## config.mk

```make
export PLATFORM = sky130hd
export DESIGN_NAME = top_k_score_selector
export DESIGN_NICKNAME = d
export VERILOG_FILES = /design/src/tks_pkg.sv /design/src/tks_list_cell.sv /design/src/tks_drain_cell.sv /design/src/top_k_score_selector.sv
export SDC_FILE = /design/constraint.sdc
export NUM_CORES = 1
export LEC_CHECK = 0
export BUFFER_PORTS_ARGS = -buffer_cell sky130_fd_sc_hd__clkbuf_2
export CORE_AREA = 2 2 182 184
export CTS_CLUSTER_SIZE = 24
export DETAILED_ROUTE_END_ITERATION = 6
export DIE_AREA = 0 0 184 186
export GPL_TIMING_DRIVEN = 0
export HOLD_SLACK_MARGIN = 0.12
export PLACE_DENSITY_LB_ADDON = 0.1
export SETUP_SLACK_MARGIN = 0.4
export SLEW_MARGIN = 15
export SYNTH_ARGS = -nofsm -noshare
export SYNTH_HDL_FRONTEND = slang
export SYNTH_SLANG_ARGS = --single-unit
```

## constraint.sdc

```tcl
create_clock -name aclk -period 9.4 [get_ports aclk]
set_input_delay 0.47 -clock aclk [delete_from_list [all_inputs] [get_ports aclk]]
set_output_delay 0.47 -clock aclk [all_outputs]
set_load 0.03 [all_outputs]
```

## src/tks_pkg.sv

```systemverilog
// ----------------------------------------------------------------------------
// tks_pkg
// Shared constants and types for the streaming top-K score selector.
// ----------------------------------------------------------------------------
package tks_pkg;

    // Number of best scores kept for each row
    localparam int KEEP_COUNT = 5;
    // Longest row the position counter tells apart
    localparam int ROW_MAX    = 4096;

    // Field widths of the transaction payloads
    localparam int SCORE_W = 16;
    localparam int POS_W   = 12;
    localparam int RANK_W  = 3;
    // Width of the drain counter: holds 0 .. KEEP_COUNT
    localparam int CNT_W   = $clog2(KEEP_COUNT + 1);

    // Score of an unfilled slot: -1.0 in Q1.15
    localparam logic [SCORE_W-1:0] SCORE_SENTINEL = {1'b1, {(SCORE_W-1){1'b0}}};
    // Last position before the counter saturates
    localparam logic [POS_W-1:0]   POS_LAST       = POS_W'(ROW_MAX - 1);

    // One slot of the best list
    typedef struct packed {
        logic signed [SCORE_W-1:0] score;
        logic        [POS_W-1:0]   pos;
    } tks_slot_t;

    // Controls for a list cell
    typedef struct packed {
        logic take;   // an input transaction is accepted
        logic clear;  // that transaction ends the row
    } tks_list_ctrl_t;

    // Controls for a drain cell
    typedef struct packed {
        logic load;   // capture the finished list
        logic shift;  // move one place towards the head
    } tks_drain_ctrl_t;

endpackage

```

## src/tks_list_cell.sv

```systemverilog
// ----------------------------------------------------------------------------
// tks_list_cell
// One slot of the sorted best list: compares the new score, then keeps,
// replaces or takes its upper neighbour's entry.
// ----------------------------------------------------------------------------
module tks_list_cell
    import tks_pkg::*;
(
    input  logic                       aclk,
    input  logic                       aresetn,
    input  tks_list_ctrl_t             ctrl,
    input  logic signed [SCORE_W-1:0]  new_score,
    input  logic        [POS_W-1:0]    new_pos,
    input  logic                       up_gt,
    input  tks_slot_t                  up_slot,
    output logic                       gt,
    output tks_slot_t                  slot,
    output tks_slot_t                  slot_next
);

    tks_slot_t slot_reg;

    // New score strictly above this slot
    assign gt = new_score > slot_reg.score;

    // Shift down when the insertion point is above, insert when it is here
    always_comb begin
        if (up_gt) begin
            slot_next = up_slot;
        end else if (gt) begin
            slot_next.score = new_score;
            slot_next.pos   = new_pos;
        end else begin
            slot_next = slot_reg;
        end
    end

    // Row end returns the slot to its empty value
    always_ff @(posedge aclk) begin
        if (!aresetn) begin
            slot_reg.score <= SCORE_SENTINEL;
            slot_reg.pos   <= '0;
        end else if (ctrl.take) begin
            if (ctrl.clear) begin
                slot_reg.score <= SCORE_SENTINEL;
                slot_reg.pos   <= '0;
            end else begin
                slot_reg <= slot_next;
            end
        end
    end

    assign slot = slot_reg;

endmodule

```

## src/tks_drain_cell.sv

```systemverilog
// ----------------------------------------------------------------------------
// tks_drain_cell
// One stage of the output shift chain that replays a finished list in rank
// order.
// ----------------------------------------------------------------------------
module tks_drain_cell
    import tks_pkg::*;
(
    input  logic            aclk,
    input  tks_drain_ctrl_t ctrl,
    input  tks_slot_t       load_slot,
    input  tks_slot_t       down_slot,
    output tks_slot_t       slot
);

    tks_slot_t slot_reg;

    // Payload only: the drain counter says which stages are meaningful
    always_ff @(posedge aclk) begin
        if (ctrl.load) begin
            slot_reg <= load_slot;
        end else if (ctrl.shift) begin
            slot_reg <= down_slot;
        end
    end

    assign slot = slot_reg;

endmodule

```

## src/top_k_score_selector.sv

```systemverilog
// ----------------------------------------------------------------------------
// top_k_score_selector
// Streaming selection of the best KEEP_COUNT scores of each row.
// ----------------------------------------------------------------------------
// Usage:
//   Input channel (s_): one score per transaction, s_row_end on the last score
//   of a row. The position of a score is its index in the row, saturating at
//   ROW_MAX-1. Scores within a row are taken one per cycle, every cycle.
//   Output channel (m_): on a row end the block gives KEEP_COUNT transactions,
//   ranks 0 to KEEP_COUNT-1 in descending score order, m_final_rank on the
//   last. Unfilled slots read -1.0 with position 0; equal scores keep the
//   earlier position ahead.
//   The rank 0 result is valid the cycle after the row end is taken; the run
//   then drains at one result per cycle while m_ready is high.
//   The list is a chain of KEEP_COUNT compare cells that test a new score in
//   parallel; the finished list is copied into a KEEP_COUNT stage shift chain,
//   so the next row streams in while the previous one drains. A row end is
//   held off (s_ready low with s_row_end high) until that chain is empty.
//   A stalled receiver only holds the drain chain; mid-row scores still enter.
//   Reset (aresetn low, synchronous) empties the list and clears the position
//   and drain counters; the output chain is not reset but reads as empty.
// ----------------------------------------------------------------------------
module top_k_score_selector
    import tks_pkg::*;
(
    input  logic                      aclk,
    input  logic                      aresetn,
    input  logic                      s_valid,
    output logic                      s_ready,
    input  logic signed [SCORE_W-1:0] s_score,
    input  logic                      s_row_end,
    output logic                      m_valid,
    input  logic                      m_ready,
    output logic        [RANK_W-1:0]  m_rank,
    output logic        [POS_W-1:0]   m_position,
    output logic signed [SCORE_W-1:0] m_best_score,
    output logic                      m_final_rank
);

    logic               take;
    logic               row_done;
    logic [POS_W-1:0]   pos_reg;
    logic [POS_W-1:0]   pos_next;
    logic [CNT_W-1:0]   cnt_reg;
    logic [CNT_W-1:0]   cnt_next;
    logic               out_take;

    tks_list_ctrl_t     list_ctrl;
    tks_drain_ctrl_t    drain_ctrl;

    logic               gt    [KEEP_COUNT];
    tks_slot_t          slots [KEEP_COUNT];
    tks_slot_t          nexts [KEEP_COUNT];
    tks_slot_t          drain [KEEP_COUNT];

    // Input handshake: a row end waits for the drain chain to empty
    assign s_ready  = !s_row_end || (cnt_reg == '0);
    assign take     = s_valid && s_ready;
    assign row_done = take && s_row_end;
    assign out_take = m_valid && m_ready;

    assign list_ctrl.take   = take;
    assign list_ctrl.clear  = s_row_end;
    assign drain_ctrl.load  = row_done;
    assign drain_ctrl.shift = out_take;

    // Position counter, saturating, cleared at row end
    always_comb begin
        pos_next = pos_reg;
        if (take) begin
            if (s_row_end) begin
                pos_next = '0;
            end else if (pos_reg != POS_LAST) begin
                pos_next = pos_reg + 1'b1;
            end
        end
    end

    // Drain counter: results still to deliver
    always_comb begin
        cnt_next = cnt_reg;
        if (row_done) begin
            cnt_next = CNT_W'(KEEP_COUNT);
        end else if (out_take) begin
            cnt_next = cnt_reg - 1'b1;
        end
    end

    always_ff @(posedge aclk) begin
        if (!aresetn) begin
            pos_reg <= '0;
            cnt_reg <= '0;
        end else begin
            pos_reg <= pos_next;
            cnt_reg <= cnt_next;
        end
    end

    // Chain of list cells and drain cells
    genvar i;
    generate
        for (i = 0; i < KEEP_COUNT; i++) begin : g_cell
            logic      up_gt;
            tks_slot_t up_slot;
            tks_slot_t down_slot;

            if (i == 0) begin : g_head
                assign up_gt   = 1'b0;
                assign up_slot = slots[0];
            end else begin : g_body
                assign up_gt   = gt[i-1];
                assign up_slot = slots[i-1];
            end

            if (i == KEEP_COUNT - 1) begin : g_tail
                assign down_slot = drain[i];
            end else begin : g_inner
                assign down_slot = drain[i+1];
            end

            tks_list_cell u_list (
                .aclk      (aclk),
                .aresetn   (aresetn),
                .ctrl      (list_ctrl),
                .new_score (s_score),
                .new_pos   (pos_reg),
                .up_gt     (up_gt),
                .up_slot   (up_slot),
                .gt        (gt[i]),
                .slot      (slots[i]),
                .slot_next (nexts[i])
            );

            tks_drain_cell u_drain (
                .aclk      (aclk),
                .ctrl      (drain_ctrl),
                .load_slot (nexts[i]),
                .down_slot (down_slot),
                .slot      (drain[i])
            );
        end
    endgenerate

    // Output from the head of the drain chain
    assign m_valid      = cnt_reg != '0;
    assign m_rank       = RANK_W'(KEEP_COUNT) - RANK_W'(cnt_reg);
    assign m_position   = drain[0].pos;
    assign m_best_score = drain[0].score;
    assign m_final_rank = cnt_reg == CNT_W'(1);

endmodule

```

# ---- After elaboration in Yosys (flattened, before gate mapping)
# Index checks and enable logic that the tools add are counted.
dict set report totals {
  out_inout_bits 34
  reg_bits 295
}
dict set report op_classes {
  n_bitwise 1
  n_eq_ne 2
  add_sub_neg 3
  n_mux 26
  magnitude_cmp 5
  reduce_logical 11
}
# op n
set ops {}
lappend ops {{$mux 28} 22}
lappend ops {{$gt 16x16->1} 5}
lappend ops {{$mux 12} 2}
lappend ops {{$add 12x1->12 const B} 1}
lappend ops {{$ne 12x12->1 const B} 1}
lappend ops {{$mux 3} 2}
lappend ops {{$reduce_bool 2->1} 2}
lappend ops {{$eq 3x1->1 const B} 1}
lappend ops {{$logic_and 1x1->1} 3}
lappend ops {{$logic_not 3->1} 1}
lappend ops {{$reduce_bool 3->1} 1}
lappend ops {{$sub 3x1->3 const B} 1}
lappend ops {{$sub 3x3->3 const A} 1}
lappend ops {{$reduce_and 2->1} 1}
lappend ops {{$reduce_or 2->1} 1}
lappend ops {{$logic_not 1->1} 1}
lappend ops {{$logic_or 1x1->1} 1}
lappend ops {{$not 1->1} 1}

# ---- Depth between registers and ports, before layout
dict set report depth {
  ltp_word 5
  ltp_mapped 12
}

# ---- Modules after synthesis
# A second synthesis with hierarchy kept.
dict set report unflattened {
  cells_unflattened 1945
  hier_area_um2 18750.5
}
# module instances area_each_um2 cells_per_inst seq_area_each_um2
set by_module_without_submodules {}
lappend by_module_without_submodules {{tks_list_cell at g_cell[0].u_list ...} 3 2474.9 347 560.5}
lappend by_module_without_submodules {tks_drain_cell 5 1223.7 60 840.8}
lappend by_module_without_submodules {{tks_list_cell at g_cell[3].u_list ...} 2 2145.8 248 560.5}
lappend by_module_without_submodules {top_k_score_selector 1 915.9 108 300.3}

# ---- Least setup slack after synthesis
# Ideal clock, no wire load.
dict set report synth_path {
  path_kind {flip-flop to flip-flop}
  from {register cnt_reg[0]}
  to {register g_cell[0].u_drain.slot_reg, in the netlist g_cell[0].u_drain.slot[0] (enable)}
  setup_time_ns 0.423
  period_less_slack_ns 3.834
  path_stages_with_launch 9
  t_required_ns 8.977
  arrival_ns 3.411
  setup_slack_ns 5.566
  path_cell_list {dfxtp_1 > inv_1 > ha_1 > nand2b_1 > a21boi_2 > nand2_2 > inv_2 > clkbuf_1 > or2_2}
}
dict set report synth_via {
  elab_cells_between_ends 7
  classes_between {reduce/logical: 7}
}
# item line_no
set synth_lines {}
lappend synth_lines {{start: declaration} top_k_score_selector.sv:44} ;# logic [CNT_W-1:0] cnt_reg;
lappend synth_lines {{start signal: assignment} top_k_score_selector.sv:95} ;# cnt_reg <= cnt_next;
lappend synth_lines {{$reduce_bool 3->1} top_k_score_selector.sv:145} ;# assign m_valid = cnt_reg != '0;
lappend synth_lines {{named net m_valid} top_k_score_selector.sv:32} ;# output logic m_valid,
lappend synth_lines {{$logic_and 1x1->1} top_k_score_selector.sv:60} ;# assign out_take = m_valid && m_ready;
lappend synth_lines {{$reduce_bool 2->1 (no source line)} -}
lappend synth_lines {{end signal: assignment} tks_drain_cell.sv:21} ;# slot_reg <= load_slot;
lappend synth_lines {{end signal: assignment} tks_drain_cell.sv:23} ;# slot_reg <= down_slot;
lappend synth_lines {{end: declaration} tks_drain_cell.sv:16} ;# tks_slot_t slot_reg;
# The timed path passes the listed nets, and every way through them passes these cells.
# A chain may end at the register's enable or synchronous reset.

# ---- Worst setup path after layout
dict set report layout_path {
  from {register cnt_reg[1]}
  to {register g_cell[3].u_list.slot_reg, in the netlist g_cell[3].u_list.slot[21]}
}
dict set report layout_via {
  elab_chain_len 3
}
# item line_no
set layout_lines {}
lappend layout_lines {{$logic_not 3->1} top_k_score_selector.sv:57} ;# assign s_ready = !s_row_end || (cnt_reg == '0);
lappend layout_lines {{$logic_or 1x1->1} top_k_score_selector.sv:57}
lappend layout_lines {{$logic_and 1x1->1} top_k_score_selector.sv:58} ;# assign take = s_valid && s_ready;
lappend layout_lines {{end signal: assignment} tks_list_cell.sv:48} ;# slot_reg <= slot_next;
lappend layout_lines {{end: declaration} tks_list_cell.sv:21} ;# tks_slot_t slot_reg;
# Every way passes these cells.

==> results_dict.tcl <==
set metrics [dict create \
    stdcell_count 2097 \
    cts_made_buffers 34 \
    synth_xor_xnor_area_share_pct 0.439 \
    synth_cell_types 70 \
    grt_start_max_net_pins 57 \
    regToRegSetupSlack_ns 5.73 \
    clock_latency_ns 0.53 \
    synth_to_layout_area_growth_pct 11.9 \
    postSynth.asyncResetShare_pct 0 \
    wl_per_cell_um 21.9 \
    clock-root-buffer "sky130_fd_sc_hd__clkbuf_16" \
    placeableCoreArea_um2 32200 \
    die_area_um2 34200 \
    cp_common_cell "sky130_fd_sc_hd__nand2_2" \
    max_stage_delay_ns 0.65 \
    power_mw 4.09 \
    drc 0 \
    ys.flop_type "sky130_fd_sc_hd__dfxtp_1" \
    cts_hold_buffers 0 \
    synth_enable_flop_cells 140 \
    fin_crit_sh_pct 39.0 \
    synth.area.mux_share_pct 8.13 \
    clock.fmax_mhz 272 \
    rsz0062_at_grt "no" \
    register_area_share_after_synthesis_pct 45.8 \
    detail-route-antenna-nets 0 \
    clock_tree_sinks 295 \
    maxSlewHeadroom_pct 42.8 \
    critical_path.cell_chain "inv_1, ha_1, nand2b_1, a21boi_2, nand2_2, nand2_1, nor2_1, buf_2, nand2_2, clkbuf_1, o21ai_1" \
    final_period_minus_worst_setup_slack_ns 3.67 \
    dr.first_iter.drc_count 1186 \
    detail_route.wirelength_mm 46.0 \
    fin_setup_tns_ns 0 \
    worstPathArrival_ns 4.05 \
    report.final.hold_viol_count 0 \
    depth_of_the_worst_register_to_register_path 11 \
    htreeDepth 2 \
    cts_tree "done" \
    p_leak_nw 6.58 \
    timing.setup.critical_path_class "flip-flop to flip-flop" \
    grt_first_pass_wirelength_mm 71.3 \
    top_level_ports 55 \
    number_of_antenna_cells_inserted 0 \
    ir_drop_v 0.000117 \
    maxCapViolations 0 \
    clk_pin_slew_worst_paths_ns 0.06 \
    globalRoute.totalOverflow 0 \
    timing.critical_path.slowest_stage_cell "sky130_fd_sc_hd__a21boi_2" \
    max-clock-path-buffers 3 \
    die_x_um 184 \
    timing.critical_path.to_type "flip-flop" \
    drive_gt1_share_pct 13.9 \
    synthesis.yosys.warnings 0 \
    status "complete, no violations" \
    hold_path_depth 3 \
    placement.io_buffers 52 \
    syn-num-nets 1678 \
    postLayoutCellArea_um2 17800 \
    cts.repair.resized 0 \
    clock-skew-final_ns 0.0348 \
    vias 12800 \
    design.final.nets 1769 \
    critical_path.max_fanout 10 \
    routability_congestion 0.903 \
    post_synth.cell_area_avg_um2 10.1 \
    via_per_inst 6.12 \
    setup-violations-final 0 \
    numPlacedInstances 2036 \
    drv_slew 0 \
    synth.cell_area_um2 16000 \
    overall_routing_resource_usage_pct 27.0 \
    firstDrtPassIters 5 \
    startpoint_type "flip-flop" \
    synth-adder-area-share_pct 6.59 \
    yosys.area_share.simple_pct 9.82 \
    synth_top_family_by_area "compound AO/OA/AOI/OAI gates" \
    placed_area_um2 16800 \
    worst_slew_pin_slew_ns 0.858 \
    post-dp-hpwl_mm 34.2 \
    first_global_vias 12200 \
    synth_compound_gate_area_share_pct 22.9 \
    initial_core_util_pct 49.5 \
    number_of_antenna_violations_at_the_first_check_in_global_routing 0 \
    height_of_the_die_um 186 \
    worst_hold_class "input port to flip-flop" \
    worst-endpoint-required_ns 9.78 \
    core.rowCount 66 \
    post_cts_buffers 0 \
    number_of_synthesized_register_bits 295 \
    power_per_cell_area_nw_per_um2 229 \
    syn-instance-count 1573 \
]
==> metal layers <==
metal	up-vias	part of all wire (%)	GRT usage, %
met5	-	0	0
met4	0	1.4	5.54
met3	50	7.5	4.09
met2	474	45	43.5
met1	6189	47	38.6
li1	6114	-	-
==> placed cells by master, fill, tap and decap left out, drive strengths merged, types with 4 or more instances in the layout <==
cell / instances
dfxtp: 155
nand3: 63
xnor2: 4
inv: 89
nand4: 22
nor3: 32
a22o: 27
edfxtp: 140
mux2: 27
o21ai: 208
clkbuf: 178
o21a: 16
nor2b: 9
a21o: 5
xor2: 4
a32oi: 54
clkinv: 11
ha: 84
nand2b: 6
a31oi: 7
or3: 5
a32o: 27
nor2: 22
o211ai: 60
nand2: 159
a21oi: 54
buf: 51
mux2i: 97
a211oi: 32
==> synth_stat cells, types with 6 or more instances <==
cell type | instances | area share (%)
sky130_fd_sc_hd__a211oi_1 | 9 | 0.42
sky130_fd_sc_hd__a211oi_2 | 23 | 1.8
sky130_fd_sc_hd__a21oi_1 | 54 | 1.7
sky130_fd_sc_hd__a22o_1 | 27 | 1.5
sky130_fd_sc_hd__a31oi_1 | 6 | 0.24
sky130_fd_sc_hd__a32o_1 | 27 | 1.7
sky130_fd_sc_hd__a32oi_1 | 54 | 3.0
sky130_fd_sc_hd__buf_2 | 23 | 0.72
sky130_fd_sc_hd__buf_4 | 9 | 0.42
sky130_fd_sc_hd__buf_6 | 8 | 0.56
sky130_fd_sc_hd__clkbuf_1 | 80 | 1.9
sky130_fd_sc_hd__dfxtp_1 | 155 | 19
sky130_fd_sc_hd__edfxtp_1 | 140 | 26
sky130_fd_sc_hd__ha_1 | 84 | 6.6
sky130_fd_sc_hd__inv_1 | 86 | 2.0
sky130_fd_sc_hd__mux2_2 | 21 | 1.5
sky130_fd_sc_hd__mux2_4 | 6 | 0.56
sky130_fd_sc_hd__mux2i_1 | 97 | 6.1
sky130_fd_sc_hd__nand2_1 | 157 | 3.7
sky130_fd_sc_hd__nand2b_1 | 6 | 0.24
sky130_fd_sc_hd__nand3_1 | 63 | 2.0
sky130_fd_sc_hd__nand4_1 | 22 | 0.86
sky130_fd_sc_hd__nor2_1 | 21 | 0.49
sky130_fd_sc_hd__nor2b_1 | 9 | 0.35
sky130_fd_sc_hd__nor3_1 | 31 | 0.97
sky130_fd_sc_hd__o211ai_1 | 40 | 1.9
sky130_fd_sc_hd__o211ai_2 | 20 | 1.6
sky130_fd_sc_hd__o21a_1 | 16 | 0.75
sky130_fd_sc_hd__o21ai_0 | 125 | 3.9
sky130_fd_sc_hd__o21ai_1 | 81 | 2.5
==> report_power, final <==
group	switching (mW)	internal, mW
clock	0.540	0.722
combinational	0.774	0.400
sequential	0.0857	1.57
==> path summary, 6_finish.rpt <==
| check | from | end |
|---|---|---|
| max reg2reg | cnt_reg[1]$_SDFFE_PP0P_ | g_cell[3].u_list.slot[21]$_SDFFE_PN0P_ |
| min | m_ready | cnt_reg[2]$_SDFFE_PN0P_ |
| min reg2reg | g_cell[4].u_list.slot[2]$_SDFFE_PN0P_ | g_cell[4].u_list.slot[2]$_SDFFE_PN0P_ |
| max | cnt_reg[1]$_SDFFE_PP0P_ | g_cell[3].u_list.slot[21]$_SDFFE_PN0P_ |
==> worst max-delay path: cells and delay by family, from the launching register on <==
kind | cells | cell delay (ns)
buffers and inverters | 3 | 0.86
flip-flops | 1 | 0.34
AND/OR/NAND/NOR | 5 | 1.35
AO/OA/AOI/OAI | 2 | 0.78
adder cells (fa/ha/maj) | 1 | 0.15
==> kinds of logic after synthesis <==
group,count (synthesis)
buffers and inverters,215
AND/OR/NAND/NOR,336
adder cells (fa/ha/maj),84
flip-flops,295
multiplexers,124
XOR/XNOR,8
AO/OA/AOI/OAI,511
==> metrics by stage <==
stage / hold WS (ns) / setup WS [ns] / utilization [%]
global placement: 0.455 / 4.36 / 51.9
floorplan: 0.443 / 5.57 / -
detailed placement: 0.459 / 5.77 / 52.2
global route: 0.316 / 5.47 / 55.4
CTS: 0.289 / 5.75 / 55.4
finish: 0.304 / 5.73 / 55.4
==> final cells by class <==
cell class,instances,area [um2]
buffer,128,686
clock buffer,46,926
clock inverter,15,115
fill,2879,14400
inverter,87,327
multi-input combinational,1063,7640
sequential,295,7310
tap,408,510
timing repair buffer,55,335
(Power assumes the default switching activity.)
